**src/rtl/cpu8x_pkg.sv**
```systemverilog
// Shared types, operation codes and flag constants of the 8-bit execute unit.
// No dependencies; the ALU and the execute unit refer to it by scoped names.
package cpu8x_pkg;

   // operation codes, mnemonics in alphabetical order
   localparam logic [5:0] FN_ADC = 6'd0;
   localparam logic [5:0] FN_AND = 6'd1;
   localparam logic [5:0] FN_ASL = 6'd2;
   localparam logic [5:0] FN_BCC = 6'd3;
   localparam logic [5:0] FN_BCS = 6'd4;
   localparam logic [5:0] FN_BEQ = 6'd5;
   localparam logic [5:0] FN_BIT = 6'd6;
   localparam logic [5:0] FN_BMI = 6'd7;
   localparam logic [5:0] FN_BNE = 6'd8;
   localparam logic [5:0] FN_BPL = 6'd9;
   localparam logic [5:0] FN_BRK = 6'd10;
   localparam logic [5:0] FN_BVC = 6'd11;
   localparam logic [5:0] FN_BVS = 6'd12;
   localparam logic [5:0] FN_CLC = 6'd13;
   localparam logic [5:0] FN_CLD = 6'd14;
   localparam logic [5:0] FN_CLI = 6'd15;
   localparam logic [5:0] FN_CLV = 6'd16;
   localparam logic [5:0] FN_CMP = 6'd17;
   localparam logic [5:0] FN_CPX = 6'd18;
   localparam logic [5:0] FN_CPY = 6'd19;
   localparam logic [5:0] FN_DEC = 6'd20;
   localparam logic [5:0] FN_DEX = 6'd21;
   localparam logic [5:0] FN_DEY = 6'd22;
   localparam logic [5:0] FN_EOR = 6'd23;
   localparam logic [5:0] FN_INC = 6'd24;
   localparam logic [5:0] FN_INX = 6'd25;
   localparam logic [5:0] FN_INY = 6'd26;
   localparam logic [5:0] FN_JMP = 6'd27;
   localparam logic [5:0] FN_JSR = 6'd28;
   localparam logic [5:0] FN_LDA = 6'd29;
   localparam logic [5:0] FN_LDX = 6'd30;
   localparam logic [5:0] FN_LDY = 6'd31;
   localparam logic [5:0] FN_LSR = 6'd32;
   localparam logic [5:0] FN_NOP = 6'd33;
   localparam logic [5:0] FN_ORA = 6'd34;
   localparam logic [5:0] FN_PHA = 6'd35;
   localparam logic [5:0] FN_PHP = 6'd36;
   localparam logic [5:0] FN_PLA = 6'd37;
   localparam logic [5:0] FN_PLP = 6'd38;
   localparam logic [5:0] FN_ROL = 6'd39;
   localparam logic [5:0] FN_ROR = 6'd40;
   localparam logic [5:0] FN_RTI = 6'd41;
   localparam logic [5:0] FN_RTS = 6'd42;
   localparam logic [5:0] FN_SBC = 6'd43;
   localparam logic [5:0] FN_SEC = 6'd44;
   localparam logic [5:0] FN_SED = 6'd45;
   localparam logic [5:0] FN_SEI = 6'd46;
   localparam logic [5:0] FN_STA = 6'd47;
   localparam logic [5:0] FN_STX = 6'd48;
   localparam logic [5:0] FN_STY = 6'd49;
   localparam logic [5:0] FN_TAX = 6'd50;
   localparam logic [5:0] FN_TAY = 6'd51;
   localparam logic [5:0] FN_TSX = 6'd52;
   localparam logic [5:0] FN_TXA = 6'd53;
   localparam logic [5:0] FN_TXS = 6'd54;
   localparam logic [5:0] FN_TYA = 6'd55;

   // status bit positions, N V 1 B D I Z C
   localparam int unsigned FLAG_C = 0;
   localparam int unsigned FLAG_Z = 1;
   localparam int unsigned FLAG_I = 2;
   localparam int unsigned FLAG_D = 3;
   localparam int unsigned FLAG_V = 6;
   localparam int unsigned FLAG_N = 7;

   // status byte masks
   localparam logic [7:0] P_PUSH_SET = 8'h30;   // B and bit 5 on a pushed copy
   localparam logic [7:0] P_PULL_KEEP = 8'hCF;  // drop B and bit 5 on a pull
   localparam logic [7:0] P_ALWAYS = 8'h20;     // bit 5 always reads one

   localparam logic [7:0] RESET_SP = 8'hFD;
   localparam logic [7:0] RESET_P = 8'h24;

   typedef struct packed {
      logic [7:0] a;
      logic [7:0] x;
      logic [7:0] y;
      logic [7:0] sp;
      logic [7:0] p;
   } regs_type;

   typedef struct packed {
      regs_type   regs;
      logic       mem_write;
      logic [15:0] mem_address;
      logic [7:0] mem_data;
      logic       pc_load;
      logic [15:0] new_pc;
   } exec_type;

   // update N and Z from a result byte
   function automatic logic [7:0] set_nz(input logic [7:0] p, input logic [7:0] v);
      logic [7:0] q;
      q = p;
      q[FLAG_N] = v[7];
      q[FLAG_Z] = (v == 8'd0);
      return q;
   endfunction

endpackage

```
**src/rtl/cpu8x_req_if.sv**
```systemverilog
// Instruction channel: valid/ready handshake carrying one decoded instruction.
// Field widths follow the decoder's item format; no dependencies.
interface cpu8x_req_if;
   logic        valid;
   logic        ready;
   logic [5:0]  func;
   logic [7:0]  operand;
   logic [15:0] target_address;
   logic [15:0] pc_value;
   logic        acc_mode;

   modport source (output valid, func, operand, target_address, pc_value, acc_mode,
                   input ready);
   modport sink (input valid, func, operand, target_address, pc_value, acc_mode,
                 output ready);
endinterface

```
**src/rtl/cpu8x_rsp_if.sv**
```systemverilog
// Result channel: valid/ready handshake carrying memory write, PC load and registers.
// No dependencies.
interface cpu8x_rsp_if;
   logic        valid;
   logic        ready;
   logic        mem_write;
   logic [15:0] mem_address;
   logic [7:0]  mem_data;
   logic        pc_load;
   logic [15:0] new_pc;
   logic [7:0]  acc_out;
   logic [7:0]  x_out;
   logic [7:0]  y_out;
   logic [7:0]  sp_out;
   logic [7:0]  flags_out;

   modport source (output valid, mem_write, mem_address, mem_data, pc_load, new_pc,
                   acc_out, x_out, y_out, sp_out, flags_out, input ready);
   modport sink (input valid, mem_write, mem_address, mem_data, pc_load, new_pc,
                 acc_out, x_out, y_out, sp_out, flags_out, output ready);
endinterface

```
**src/rtl/cpu8x_ram.sv**
```systemverilog
// Generic single-port RAM with one write or read address per cycle and registered read.
// No dependencies.
module cpu8x_ram #(
   parameter int WIDTH = 8,
   parameter int DEPTH = 256
) (
   input  logic                     clock,
   input  logic                     write_en,
   input  logic [$clog2(DEPTH)-1:0] address,
   input  logic [WIDTH-1:0]         write_data,
   output logic [WIDTH-1:0]         read_data
);

   logic [WIDTH-1:0] mem_ff [DEPTH];
   logic [WIDTH-1:0] read_data_ff;

   // write, and register the read word
   always_ff @(posedge clock) begin
      if (write_en) begin
         mem_ff[address] <= write_data;
      end
      read_data_ff <= mem_ff[address];
   end

   assign read_data = read_data_ff;

endmodule

```
**src/rtl/cpu8x_alu.sv**
```systemverilog
// Combinational execution of every instruction that does not touch the stack store.
// Depends on cpu8x_pkg for operation codes, flag positions and the register struct.
module cpu8x_alu (
   input  cpu8x_pkg::regs_type cur,
   input  logic [5:0]          func,
   input  logic [7:0]          operand,
   input  logic [15:0]         target_address,
   input  logic                acc_mode,
   output cpu8x_pkg::exec_type res
);

   // compare: carry is no borrow, N and Z from the 8-bit difference
   function automatic logic [7:0] compare(input logic [7:0] p, input logic [7:0] r,
                                          input logic [7:0] m);
      logic [8:0] d;
      logic [7:0] q;
      d = {1'b0, r} - {1'b0, m};
      q = cpu8x_pkg::set_nz(p, d[7:0]);
      q[cpu8x_pkg::FLAG_C] = ~d[8];
      return q;
   endfunction

   always_comb begin
      logic [7:0] src;
      logic [7:0] addend;
      logic [7:0] r;
      logic [8:0] sum;
      logic       cin;
      logic       take;

      res = '0;
      res.regs = cur;
      src = acc_mode ? cur.a : operand;
      cin = cur.p[cpu8x_pkg::FLAG_C];
      addend = (func == cpu8x_pkg::FN_SBC) ? ~operand : operand;
      sum = {1'b0, cur.a} + {1'b0, addend} + {8'd0, cin};
      r = '0;
      take = 1'b0;

      case (func) inside
         cpu8x_pkg::FN_ADC, cpu8x_pkg::FN_SBC: begin
            res.regs.a = sum[7:0];
            res.regs.p = cpu8x_pkg::set_nz(cur.p, sum[7:0]);
            res.regs.p[cpu8x_pkg::FLAG_C] = sum[8];
            res.regs.p[cpu8x_pkg::FLAG_V] = ~(cur.a[7] ^ addend[7]) & (cur.a[7] ^ sum[7]);
         end
         cpu8x_pkg::FN_AND: begin
            res.regs.a = cur.a & operand;
            res.regs.p = cpu8x_pkg::set_nz(cur.p, cur.a & operand);
         end
         cpu8x_pkg::FN_EOR: begin
            res.regs.a = cur.a ^ operand;
            res.regs.p = cpu8x_pkg::set_nz(cur.p, cur.a ^ operand);
         end
         cpu8x_pkg::FN_ORA: begin
            res.regs.a = cur.a | operand;
            res.regs.p = cpu8x_pkg::set_nz(cur.p, cur.a | operand);
         end
         cpu8x_pkg::FN_ASL, cpu8x_pkg::FN_LSR, cpu8x_pkg::FN_ROL, cpu8x_pkg::FN_ROR: begin
            if (func == cpu8x_pkg::FN_ASL) begin
               r = {src[6:0], 1'b0};
            end else if (func == cpu8x_pkg::FN_ROL) begin
               r = {src[6:0], cin};
            end else if (func == cpu8x_pkg::FN_LSR) begin
               r = {1'b0, src[7:1]};
            end else begin
               r = {cin, src[7:1]};
            end
            res.regs.p = cpu8x_pkg::set_nz(cur.p, r);
            res.regs.p[cpu8x_pkg::FLAG_C] =
               (func == cpu8x_pkg::FN_ASL || func == cpu8x_pkg::FN_ROL) ? src[7] : src[0];
            if (acc_mode) begin
               res.regs.a = r;
            end else begin
               res.mem_write = 1'b1;
               res.mem_address = target_address;
               res.mem_data = r;
            end
         end
         cpu8x_pkg::FN_BCC: take = ~cur.p[cpu8x_pkg::FLAG_C];
         cpu8x_pkg::FN_BCS: take = cur.p[cpu8x_pkg::FLAG_C];
         cpu8x_pkg::FN_BEQ: take = cur.p[cpu8x_pkg::FLAG_Z];
         cpu8x_pkg::FN_BNE: take = ~cur.p[cpu8x_pkg::FLAG_Z];
         cpu8x_pkg::FN_BMI: take = cur.p[cpu8x_pkg::FLAG_N];
         cpu8x_pkg::FN_BPL: take = ~cur.p[cpu8x_pkg::FLAG_N];
         cpu8x_pkg::FN_BVC: take = ~cur.p[cpu8x_pkg::FLAG_V];
         cpu8x_pkg::FN_BVS: take = cur.p[cpu8x_pkg::FLAG_V];
         cpu8x_pkg::FN_JMP: take = 1'b1;
         cpu8x_pkg::FN_BIT: begin
            res.regs.p[cpu8x_pkg::FLAG_N] = operand[7];
            res.regs.p[cpu8x_pkg::FLAG_V] = operand[6];
            res.regs.p[cpu8x_pkg::FLAG_Z] = ((cur.a & operand) == 8'd0);
         end
         cpu8x_pkg::FN_CLC: res.regs.p[cpu8x_pkg::FLAG_C] = 1'b0;
         cpu8x_pkg::FN_CLD: res.regs.p[cpu8x_pkg::FLAG_D] = 1'b0;
         cpu8x_pkg::FN_CLI: res.regs.p[cpu8x_pkg::FLAG_I] = 1'b0;
         cpu8x_pkg::FN_CLV: res.regs.p[cpu8x_pkg::FLAG_V] = 1'b0;
         cpu8x_pkg::FN_SEC: res.regs.p[cpu8x_pkg::FLAG_C] = 1'b1;
         cpu8x_pkg::FN_SED: res.regs.p[cpu8x_pkg::FLAG_D] = 1'b1;
         cpu8x_pkg::FN_SEI: res.regs.p[cpu8x_pkg::FLAG_I] = 1'b1;
         cpu8x_pkg::FN_CMP: res.regs.p = compare(cur.p, cur.a, operand);
         cpu8x_pkg::FN_CPX: res.regs.p = compare(cur.p, cur.x, operand);
         cpu8x_pkg::FN_CPY: res.regs.p = compare(cur.p, cur.y, operand);
         cpu8x_pkg::FN_DEC, cpu8x_pkg::FN_INC: begin
            r = (func == cpu8x_pkg::FN_DEC) ? operand - 8'd1 : operand + 8'd1;
            res.regs.p = cpu8x_pkg::set_nz(cur.p, r);
            res.mem_write = 1'b1;
            res.mem_address = target_address;
            res.mem_data = r;
         end
         cpu8x_pkg::FN_DEX: begin
            res.regs.x = cur.x - 8'd1;
            res.regs.p = cpu8x_pkg::set_nz(cur.p, cur.x - 8'd1);
         end
         cpu8x_pkg::FN_DEY: begin
            res.regs.y = cur.y - 8'd1;
            res.regs.p = cpu8x_pkg::set_nz(cur.p, cur.y - 8'd1);
         end
         cpu8x_pkg::FN_INX: begin
            res.regs.x = cur.x + 8'd1;
            res.regs.p = cpu8x_pkg::set_nz(cur.p, cur.x + 8'd1);
         end
         cpu8x_pkg::FN_INY: begin
            res.regs.y = cur.y + 8'd1;
            res.regs.p = cpu8x_pkg::set_nz(cur.p, cur.y + 8'd1);
         end
         cpu8x_pkg::FN_LDA: begin
            res.regs.a = operand;
            res.regs.p = cpu8x_pkg::set_nz(cur.p, operand);
         end
         cpu8x_pkg::FN_LDX: begin
            res.regs.x = operand;
            res.regs.p = cpu8x_pkg::set_nz(cur.p, operand);
         end
         cpu8x_pkg::FN_LDY: begin
            res.regs.y = operand;
            res.regs.p = cpu8x_pkg::set_nz(cur.p, operand);
         end
         cpu8x_pkg::FN_STA, cpu8x_pkg::FN_STX, cpu8x_pkg::FN_STY: begin
            res.mem_write = 1'b1;
            res.mem_address = target_address;
            res.mem_data = (func == cpu8x_pkg::FN_STA) ? cur.a :
                           (func == cpu8x_pkg::FN_STX) ? cur.x : cur.y;
         end
         cpu8x_pkg::FN_TAX: begin
            res.regs.x = cur.a;
            res.regs.p = cpu8x_pkg::set_nz(cur.p, cur.a);
         end
         cpu8x_pkg::FN_TAY: begin
            res.regs.y = cur.a;
            res.regs.p = cpu8x_pkg::set_nz(cur.p, cur.a);
         end
         cpu8x_pkg::FN_TSX: begin
            res.regs.x = cur.sp;
            res.regs.p = cpu8x_pkg::set_nz(cur.p, cur.sp);
         end
         cpu8x_pkg::FN_TXA: begin
            res.regs.a = cur.x;
            res.regs.p = cpu8x_pkg::set_nz(cur.p, cur.x);
         end
         cpu8x_pkg::FN_TYA: begin
            res.regs.a = cur.y;
            res.regs.p = cpu8x_pkg::set_nz(cur.p, cur.y);
         end
         cpu8x_pkg::FN_TXS: res.regs.sp = cur.x;
         default: begin
         end
      endcase

      // taken branch or jump
      if (take) begin
         res.pc_load = 1'b1;
         res.new_pc = target_address;
      end
   end

endmodule

```
**src/rtl/cpu8_instruction_execute.sv**
```systemverilog
// Instruction execute unit. Takes one decoded instruction per req item and returns
// one rsp item per instruction: optional data write, optional PC load, and A, X, Y,
// SP and status after it. Most instructions finish in the idle state, so items stream
// at one per clock while the result register drains. Stack traffic goes through one
// single-port RAM with registered read, one access per cycle: PHA and PHP end in the
// idle state, JSR and BRK pass the push state, PLA, PLP, RTS and RTI the pop state.
// Per-entry valid bits make the stack read as zero after reset, so no clearing pass.
module cpu8_instruction_execute #(
   parameter int STACK_DEPTH = 256
) (
   input  logic          clock,
   input  logic          reset,
   cpu8x_req_if.sink     req,
   cpu8x_rsp_if.source   rsp
);

   localparam int AW = (STACK_DEPTH > 1) ? $clog2(STACK_DEPTH) : 1;

   // pointer to stack entry table, folded at elaboration
   function automatic logic [256*AW-1:0] build_mod_tbl();
      logic [256*AW-1:0] t;
      t = '0;
      for (int i = 0; i < 256; i++) begin
         t[i*AW +: AW] = AW'(i % STACK_DEPTH);
      end
      return t;
   endfunction

   localparam logic [256*AW-1:0] MOD_TBL = build_mod_tbl();

   function automatic logic [AW-1:0] stack_idx(input logic [7:0] s);
      return MOD_TBL[int'(s)*AW +: AW];
   endfunction

   typedef enum logic [2:0] {
      ST_IDLE = 3'b001,
      ST_PUSH = 3'b010,
      ST_POP  = 3'b100
   } state_type;

   state_type              state_ff, state_in;
   cpu8x_pkg::regs_type    regs_ff, regs_in;
   cpu8x_pkg::exec_type    rsp_ff, rsp_in;
   cpu8x_pkg::exec_type    alu_res;
   logic                   rsp_valid_ff, rsp_valid_in;
   logic [7:0]             push_ff [2];
   logic [7:0]             push_in [2];
   logic [1:0]             count_ff, count_in;
   logic [1:0]             pops_ff, pops_in;
   logic [5:0]             op_ff, op_in;
   logic [15:0]            tgt_ff, tgt_in;
   logic [7:0]             hold_ff, hold_in;
   logic [STACK_DEPTH-1:0] vld_ff;
   logic                   rd_vld_ff;
   logic                   ram_we;
   logic [AW-1:0]          ram_addr;
   logic [7:0]             ram_wdata;
   logic [7:0]             ram_rdata;
   logic                   accept;
   logic                   out_load;

   cpu8x_alu u_alu (
      .cur            (regs_ff),
      .func           (req.func),
      .operand        (req.operand),
      .target_address (req.target_address),
      .acc_mode       (req.acc_mode),
      .res            (alu_res)
   );

   cpu8x_ram #(
      .WIDTH (8),
      .DEPTH (STACK_DEPTH)
   ) u_stack (
      .clock      (clock),
      .write_en   (ram_we),
      .address    (ram_addr),
      .write_data (ram_wdata),
      .read_data  (ram_rdata)
   );

   // take an item when idle and the result register is free or draining
   assign req.ready = (state_ff == ST_IDLE) && (!rsp_valid_ff || rsp.ready);
   assign accept = req.valid && req.ready;

   // sequence: ops finished in the idle state, stack pushes, stack pops
   always_comb begin
      logic [15:0] ret;
      logic [7:0]  rd_byte;
      logic [7:0]  sp_up;

      ret = req.pc_value + 16'd2;
      rd_byte = rd_vld_ff ? ram_rdata : 8'd0;
      sp_up = regs_ff.sp + 8'd1;

      state_in = state_ff;
      regs_in = regs_ff;
      push_in = push_ff;
      count_in = count_ff;
      pops_in = pops_ff;
      op_in = op_ff;
      tgt_in = tgt_ff;
      hold_in = hold_ff;
      out_load = 1'b0;
      rsp_in = '0;
      ram_we = 1'b0;
      ram_addr = stack_idx(regs_ff.sp);
      ram_wdata = '0;

      unique case (state_ff)
         ST_IDLE: begin
            if (accept) begin
               op_in = req.func;
               tgt_in = req.target_address;
               case (req.func) inside
                  cpu8x_pkg::FN_PHA, cpu8x_pkg::FN_PHP: begin
                     ram_we = 1'b1;
                     ram_wdata = (req.func == cpu8x_pkg::FN_PHA) ? regs_ff.a :
                                 (regs_ff.p | cpu8x_pkg::P_PUSH_SET);
                     regs_in.sp = regs_ff.sp - 8'd1;
                     out_load = 1'b1;
                  end
                  cpu8x_pkg::FN_JSR, cpu8x_pkg::FN_BRK: begin
                     ram_we = 1'b1;
                     ram_wdata = ret[15:8];
                     regs_in.sp = regs_ff.sp - 8'd1;
                     push_in[0] = ret[7:0];
                     push_in[1] = regs_ff.p | cpu8x_pkg::P_PUSH_SET;
                     if (req.func == cpu8x_pkg::FN_BRK) begin
                        count_in = 2'd2;
                        regs_in.p[cpu8x_pkg::FLAG_I] = 1'b1;
                     end else begin
                        count_in = 2'd1;
                     end
                     state_in = ST_PUSH;
                  end
                  cpu8x_pkg::FN_PLA, cpu8x_pkg::FN_PLP, cpu8x_pkg::FN_RTS,
                  cpu8x_pkg::FN_RTI: begin
                     regs_in.sp = sp_up;
                     ram_addr = stack_idx(sp_up);
                     pops_in = (req.func == cpu8x_pkg::FN_RTI) ? 2'd2 :
                               (req.func == cpu8x_pkg::FN_RTS) ? 2'd1 : 2'd0;
                     state_in = ST_POP;
                  end
                  default: begin
                     regs_in = alu_res.regs;
                     rsp_in = alu_res;
                     out_load = 1'b1;
                  end
               endcase
            end
         end
         ST_PUSH: begin
            ram_we = 1'b1;
            ram_wdata = push_ff[0];
            regs_in.sp = regs_ff.sp - 8'd1;
            push_in[0] = push_ff[1];
            count_in = count_ff - 2'd1;
            if (count_ff == 2'd1) begin
               rsp_in.pc_load = 1'b1;
               rsp_in.new_pc = tgt_ff;
               out_load = 1'b1;
               state_in = ST_IDLE;
            end
         end
         ST_POP: begin
            hold_in = rd_byte;
            // first byte of RTI is the status
            if (op_ff == cpu8x_pkg::FN_RTI && pops_ff == 2'd2) begin
               regs_in.p = (rd_byte & cpu8x_pkg::P_PULL_KEEP) | cpu8x_pkg::P_ALWAYS;
            end
            if (pops_ff != 2'd0) begin
               regs_in.sp = sp_up;
               ram_addr = stack_idx(sp_up);
               pops_in = pops_ff - 2'd1;
            end else begin
               case (op_ff)
                  cpu8x_pkg::FN_PLA: begin
                     regs_in.a = rd_byte;
                     regs_in.p = cpu8x_pkg::set_nz(regs_ff.p, rd_byte);
                  end
                  cpu8x_pkg::FN_PLP: begin
                     regs_in.p = (rd_byte & cpu8x_pkg::P_PULL_KEEP) | cpu8x_pkg::P_ALWAYS;
                  end
                  cpu8x_pkg::FN_RTS: begin
                     rsp_in.pc_load = 1'b1;
                     rsp_in.new_pc = {rd_byte, hold_ff} + 16'd1;
                  end
                  cpu8x_pkg::FN_RTI: begin
                     rsp_in.pc_load = 1'b1;
                     rsp_in.new_pc = {rd_byte, hold_ff};
                  end
                  default: begin
                  end
               endcase
               out_load = 1'b1;
               state_in = ST_IDLE;
            end
         end
         default: begin
            state_in = ST_IDLE;
         end
      endcase

      rsp_in.regs = regs_in;
   end

   assign rsp_valid_in = out_load || (rsp_valid_ff && !rsp.ready);

   // control and architectural registers
   always_ff @(posedge clock) begin
      if (reset) begin
         state_ff <= ST_IDLE;
         rsp_valid_ff <= 1'b0;
         regs_ff.a <= 8'd0;
         regs_ff.x <= 8'd0;
         regs_ff.y <= 8'd0;
         regs_ff.sp <= cpu8x_pkg::RESET_SP;
         regs_ff.p <= cpu8x_pkg::RESET_P;
         count_ff <= 2'd0;
         pops_ff <= 2'd0;
         vld_ff <= '0;
         rd_vld_ff <= 1'b0;
      end else begin
         state_ff <= state_in;
         rsp_valid_ff <= rsp_valid_in;
         regs_ff <= regs_in;
         count_ff <= count_in;
         pops_ff <= pops_in;
         rd_vld_ff <= vld_ff[ram_addr];
         if (ram_we) begin
            vld_ff[ram_addr] <= 1'b1;
         end
      end
   end

   // payload registers
   always_ff @(posedge clock) begin
      push_ff <= push_in;
      op_ff <= op_in;
      tgt_ff <= tgt_in;
      hold_ff <= hold_in;
      if (out_load) begin
         rsp_ff <= rsp_in;
      end
   end

   assign rsp.valid = rsp_valid_ff;
   assign rsp.mem_write = rsp_ff.mem_write;
   assign rsp.mem_address = rsp_ff.mem_address;
   assign rsp.mem_data = rsp_ff.mem_data;
   assign rsp.pc_load = rsp_ff.pc_load;
   assign rsp.new_pc = rsp_ff.new_pc;
   assign rsp.acc_out = rsp_ff.regs.a;
   assign rsp.x_out = rsp_ff.regs.x;
   assign rsp.y_out = rsp_ff.regs.y;
   assign rsp.sp_out = rsp_ff.regs.sp;
   assign rsp.flags_out = rsp_ff.regs.p;

endmodule
```
**src/flat_wrapper.sv**
```systemverilog
// flat-port wrapper written by rule: the top's interface ports become plain ports
module cpu8_instruction_execute_flat 
#(
   parameter int STACK_DEPTH = 256
)
  (clock, reset, req_valid, req_func, req_operand, req_target_address, req_pc_value, req_acc_mode, req_ready, rsp_valid, rsp_mem_write, rsp_mem_address, rsp_mem_data, rsp_pc_load, rsp_new_pc, rsp_acc_out, rsp_x_out, rsp_y_out, rsp_sp_out, rsp_flags_out, rsp_ready);
  cpu8x_req_if req_i ();
  cpu8x_rsp_if rsp_i ();
  input  logic clock;
  input  logic reset;
  input wire logic [$bits(req_i.valid)-1:0] req_valid;
  input wire logic [$bits(req_i.func)-1:0] req_func;
  input wire logic [$bits(req_i.operand)-1:0] req_operand;
  input wire logic [$bits(req_i.target_address)-1:0] req_target_address;
  input wire logic [$bits(req_i.pc_value)-1:0] req_pc_value;
  input wire logic [$bits(req_i.acc_mode)-1:0] req_acc_mode;
  output wire logic [$bits(req_i.ready)-1:0] req_ready;
  output wire logic [$bits(rsp_i.valid)-1:0] rsp_valid;
  output wire logic [$bits(rsp_i.mem_write)-1:0] rsp_mem_write;
  output wire logic [$bits(rsp_i.mem_address)-1:0] rsp_mem_address;
  output wire logic [$bits(rsp_i.mem_data)-1:0] rsp_mem_data;
  output wire logic [$bits(rsp_i.pc_load)-1:0] rsp_pc_load;
  output wire logic [$bits(rsp_i.new_pc)-1:0] rsp_new_pc;
  output wire logic [$bits(rsp_i.acc_out)-1:0] rsp_acc_out;
  output wire logic [$bits(rsp_i.x_out)-1:0] rsp_x_out;
  output wire logic [$bits(rsp_i.y_out)-1:0] rsp_y_out;
  output wire logic [$bits(rsp_i.sp_out)-1:0] rsp_sp_out;
  output wire logic [$bits(rsp_i.flags_out)-1:0] rsp_flags_out;
  input wire logic [$bits(rsp_i.ready)-1:0] rsp_ready;
  assign req_i.valid = req_valid;
  assign req_i.func = req_func;
  assign req_i.operand = req_operand;
  assign req_i.target_address = req_target_address;
  assign req_i.pc_value = req_pc_value;
  assign req_i.acc_mode = req_acc_mode;
  assign req_ready = req_i.ready;
  assign rsp_valid = rsp_i.valid;
  assign rsp_mem_write = rsp_i.mem_write;
  assign rsp_mem_address = rsp_i.mem_address;
  assign rsp_mem_data = rsp_i.mem_data;
  assign rsp_pc_load = rsp_i.pc_load;
  assign rsp_new_pc = rsp_i.new_pc;
  assign rsp_acc_out = rsp_i.acc_out;
  assign rsp_x_out = rsp_i.x_out;
  assign rsp_y_out = rsp_i.y_out;
  assign rsp_sp_out = rsp_i.sp_out;
  assign rsp_flags_out = rsp_i.flags_out;
  assign rsp_i.ready = rsp_ready;
  cpu8_instruction_execute #(.STACK_DEPTH(STACK_DEPTH)) u_core (.clock(clock), .reset(reset), .req(req_i), .rsp(rsp_i));
endmodule
```
**config.mk**
```make
export PLATFORM = sky130hd
export DESIGN_NAME = cpu8_instruction_execute_flat
export DESIGN_NICKNAME = d
export VERILOG_FILES = /design/src/rtl/cpu8x_pkg.sv /design/src/rtl/cpu8x_req_if.sv /design/src/rtl/cpu8x_rsp_if.sv /design/src/rtl/cpu8x_ram.sv /design/src/rtl/cpu8x_alu.sv /design/src/rtl/cpu8_instruction_execute.sv /design/src/flat_wrapper.sv
export SDC_FILE = /design/constraint.sdc
export NUM_CORES = 2
export LEC_CHECK = 0
export BUFFER_PORTS_ARGS = -buffer_cell sky130_fd_sc_hd__buf_2
export CAP_MARGIN = 20
export CORE_MARGIN = 2
export CORE_UTILIZATION = 45
export DETAILED_ROUTE_END_ITERATION = 7
export PLACE_DENSITY = 0.6
export SLEW_MARGIN = 20
export SYNTH_ARGS = -nofsm -noshare
export SYNTH_HDL_FRONTEND = slang
export SYNTH_SLANG_ARGS = --single-unit
```
**constraint.sdc**
```tcl
create_clock -name clock -period 19.4 [get_ports clock]
set_input_delay 4.85 -clock clock [delete_from_list [all_inputs] [get_ports clock]]
set_output_delay 4.85 -clock clock [all_outputs]
set_load 0.05 [all_outputs]
```
==> reports/qor.yml <==
rows: 176
grt-ovfl-total: 0
synth_edf_count: 2174
max-slew-margin-rel_pct: 14.8
ys_seq_area_share_pct: 68.6
drt-pass1-iter-count: 7
cts_tree: "done"
yosys_warnings: 0
startpoint_type: "primary input"
cts_hold_buf: 0
grt_max_degree: 237
power_frac_comb_pct: 8.0
clock-root-buffer: "clkbuf_16"
power_density_mw_per_mm2: 100
wl_per_cell_microns: 30.6
clock_latency_ps: 950
switchingPower_w: 0.00278
cap_violations: 0
postRouteAntennaNets: 0
grt_pass1_vias: 62800
syn_area_sq_mm: 0.104
synthCells: 6934
internal-power_w: 0.00896
ctsLongestPathBuffers: 4
synth.most_common_cell: "edfxtp_1"
clock-skew-final_ps: 82.5
hp-class: "reg -> reg"
drc: 0
antenna_found_initial: 12
final_area_sq_mm: 0.117
fp.coreArea_sq_mm: 0.230
fin_crit_sh_pct: 58.3
slew_violations: 0
worstPathArrival_ps: 12090
htree_levels: 5
yosys_most_used_dff: "edfxtp_1"
setup-violations-final: 0
gp_routability_congestion: 0.944
clkSinkCount: 2487
cp_data_required_time_ps: 20180
cp_max_fo: 112
track_usage_pct: 26.2
vias: 65100
p_sw_share_pct: 23.7
postCtsSetupRepairBufs: 0
finalSetupTns_ps: 0
fmax_mhz: 88.4
drt_iter0_markers: 8945
syn_area_per_cell_sq_um: 15.0
die_area_sq_mm: 0.236
synth.top_cell.area_share_pct: 62.6
ys_ff_latch: 2487
cts_made_buffers: 280
period_needed_ps: 11310
dieWidth_microns: 485
cts_resized: 0
synth_nets: 7063
clk_pin_slew_ps: 60
irDropWorstVdd_mv: 0.0812
tightest_slew_ps: 1270
p_leak_nw: 37.4
outcome: "finished, final reports clean"
drt-vias-per-instance: 6.34
pre_cts_ws_ps: 7280
fin_ws_ps: 8090
path_class: "in -> reg"
layout-drive-gt1-share_pct: 17.6
synth_cell_types: 88
yosys.area.top_type: "edfxtp_1"
dp_hpwl_microns: 192000
synth_common_cells: "edfxtp_1 (2174), nor2_1 (761), nand2_1 (584), mux4_2 (508), a21oi_1 (438)"
port_buffers: 134
power_frac_seq_pct: 49.7
ios: 135
routed_wl_microns: 314000
rsz0062_at_grt: "false"
endpoint_kind: "flop"
synth_area_leaders: "edfxtp_1 (63%), mux4_2 (11%), dfxtp_1 (6.0%)"
async_flop_share_pct: 0
area_growth_pct: 12.1
die-height_microns: 485
hold_viol_final: 0
initial_core_util_pct: 45.3
clock_power_share_pct: 42.3
nNetsFinal: 7154
grt_pass1_wl_microns: 452000
dpl-instance-area_sq_mm: 0.108
## routing by layer
metal / track usage, % / up-vias / part of all wire (%)
li1: - / 27300 / -
met1: 37.0 / 33700 / 41
met2: 40.1 / 3477 / 46
met3: 4.81 / 676 / 9.0
met4: 10.9 / 8 / 4.5
met5: 0 / - / 0.017
## state kept, by name (all words and copies together), names as in the netlist, 8 cells and up
signal / count
u_core.u_stack.read_data: 8
u_core.rsp.x_out: 8
u_core.vld_ff: 256
u_core.push_ff: 14
u_core.rsp.flags_out: 8
u_core.rsp.mem_data: 8
u_core.rsp.sp_out: 8
u_core.tgt_ff: 16
u_core.rsp.y_out: 8
u_core.rsp.acc_out: 8
u_core.u_stack.mem_ff: 2048
u_core.rsp.new_pc: 16
u_core.hold_ff: 8
u_core.rsp.mem_address: 16
u_core.regs_ff: 40
## logic make-up (layout without fill, tap and decap cells)
logic type	count (synthesis)	count (layout)	synth area share, %
flip-flops	2487	2487	68.6
AND/OR/NAND/NOR	1896	1896	7.92
AO/OA/AOI/OAI	1220	1220	7.55
multiplexers	628	628	12.1
buffers and inverters	555	844	2.18
adder cells (fa/ha/maj)	78	78	0.979
XOR/XNOR	70	70	0.613
other	0	7	0
## worst paths after layout
path	from	end	slack (ps)	cells after the start
worst min-delay path	u_core.vld_ff[7]	u_core.vld_ff[7]	460	2
worst max-delay path	req_func[5]	u_core.u_stack.read_data[4]	8090	15
worst min register to register	u_core.vld_ff[7]	u_core.vld_ff[7]	460	2
worst max register to register	u_core.state_ff[0]	u_core.u_stack.read_data[4]	12250	17
## stage by stage
| stage | hold WS (ps) | total power [W] | instances | util, % |
|---|---|---|---|---|
| after floorplan | 406 | 0.00656 | 6934 | - |
| after CTS | 470 | 0.0118 | 10200 | 50.7 |
| after global routing | 481 | 0.0121 | 10300 | 50.8 |
| after global placement | 443 | 0.00688 | 9764 | 47.1 |
| final | 462 | 0.0117 | 10300 | 50.8 |
| after detailed placement | 455 | 0.00688 | 9764 | 47.1 |
## power groups by stage
stage | clock [W] | combinational [W] | sequential (W)
3_3_place_gp | 0 | 0.000928 | 0.00595
3_5_place_dp | 0 | 0.000933 | 0.00595
5_1_grt | 0.00523 | 0.000994 | 0.00583
2_1_floorplan | 0 | 0.000581 | 0.00598
6_report | 0.00496 | 0.000943 | 0.00584
4_1_cts | 0.00502 | 0.000935 | 0.00583
## worst max-delay path, cell delays in order
cell and delay, ps:
buf_2 540, nor2b_1 780, and3_1 700, a21oi_4 100, buf_4 280, o211ai_1 450, buf_12 490, buf_12 600
buf_4 870, mux4_2 420, nand2_1 110, a21oi_1 150, a21oi_1 750, o2111ai_1 180, or3_1 410
## final cells by class
| type | instances | area (sq um) |
|---|---|---|
| Timing Repair Buffer | 295 | 2100 |
| Multi-Input combinational cell | 3892 | 30800 |
| Inverter | 69 | 259 |
| Clock buffer | 347 | 7420 |
| Fill cell | 18900 | 113000 |
| Antenna cell | 7 | 17.5 |
| Tap cell | 3026 | 3790 |
| Sequential cell | 2487 | 71500 |
| Clock inverter | 133 | 986 |
## cell usage in the layout, fill, tap and decap left out, drive strengths merged, types with 28 or more instances in the layout
cell       n
a211oi    38
a21oi    439
a22oi     82
a31oi     42
and2      46
and3      31
buf      295
clkbuf   347
clkinv   110
dfxtp    313
edfxtp  2174
ha        72
inv       76
mux2i    110
mux4     508
nand2    584
nand2b    31
nand3    160
nor2     761
nor2b     47
nor3     103
nor4      28
o211ai    64
o21ai    139
o22ai    124
xnor2     47
No activity file was read; power rests on OpenSTA's default activity.
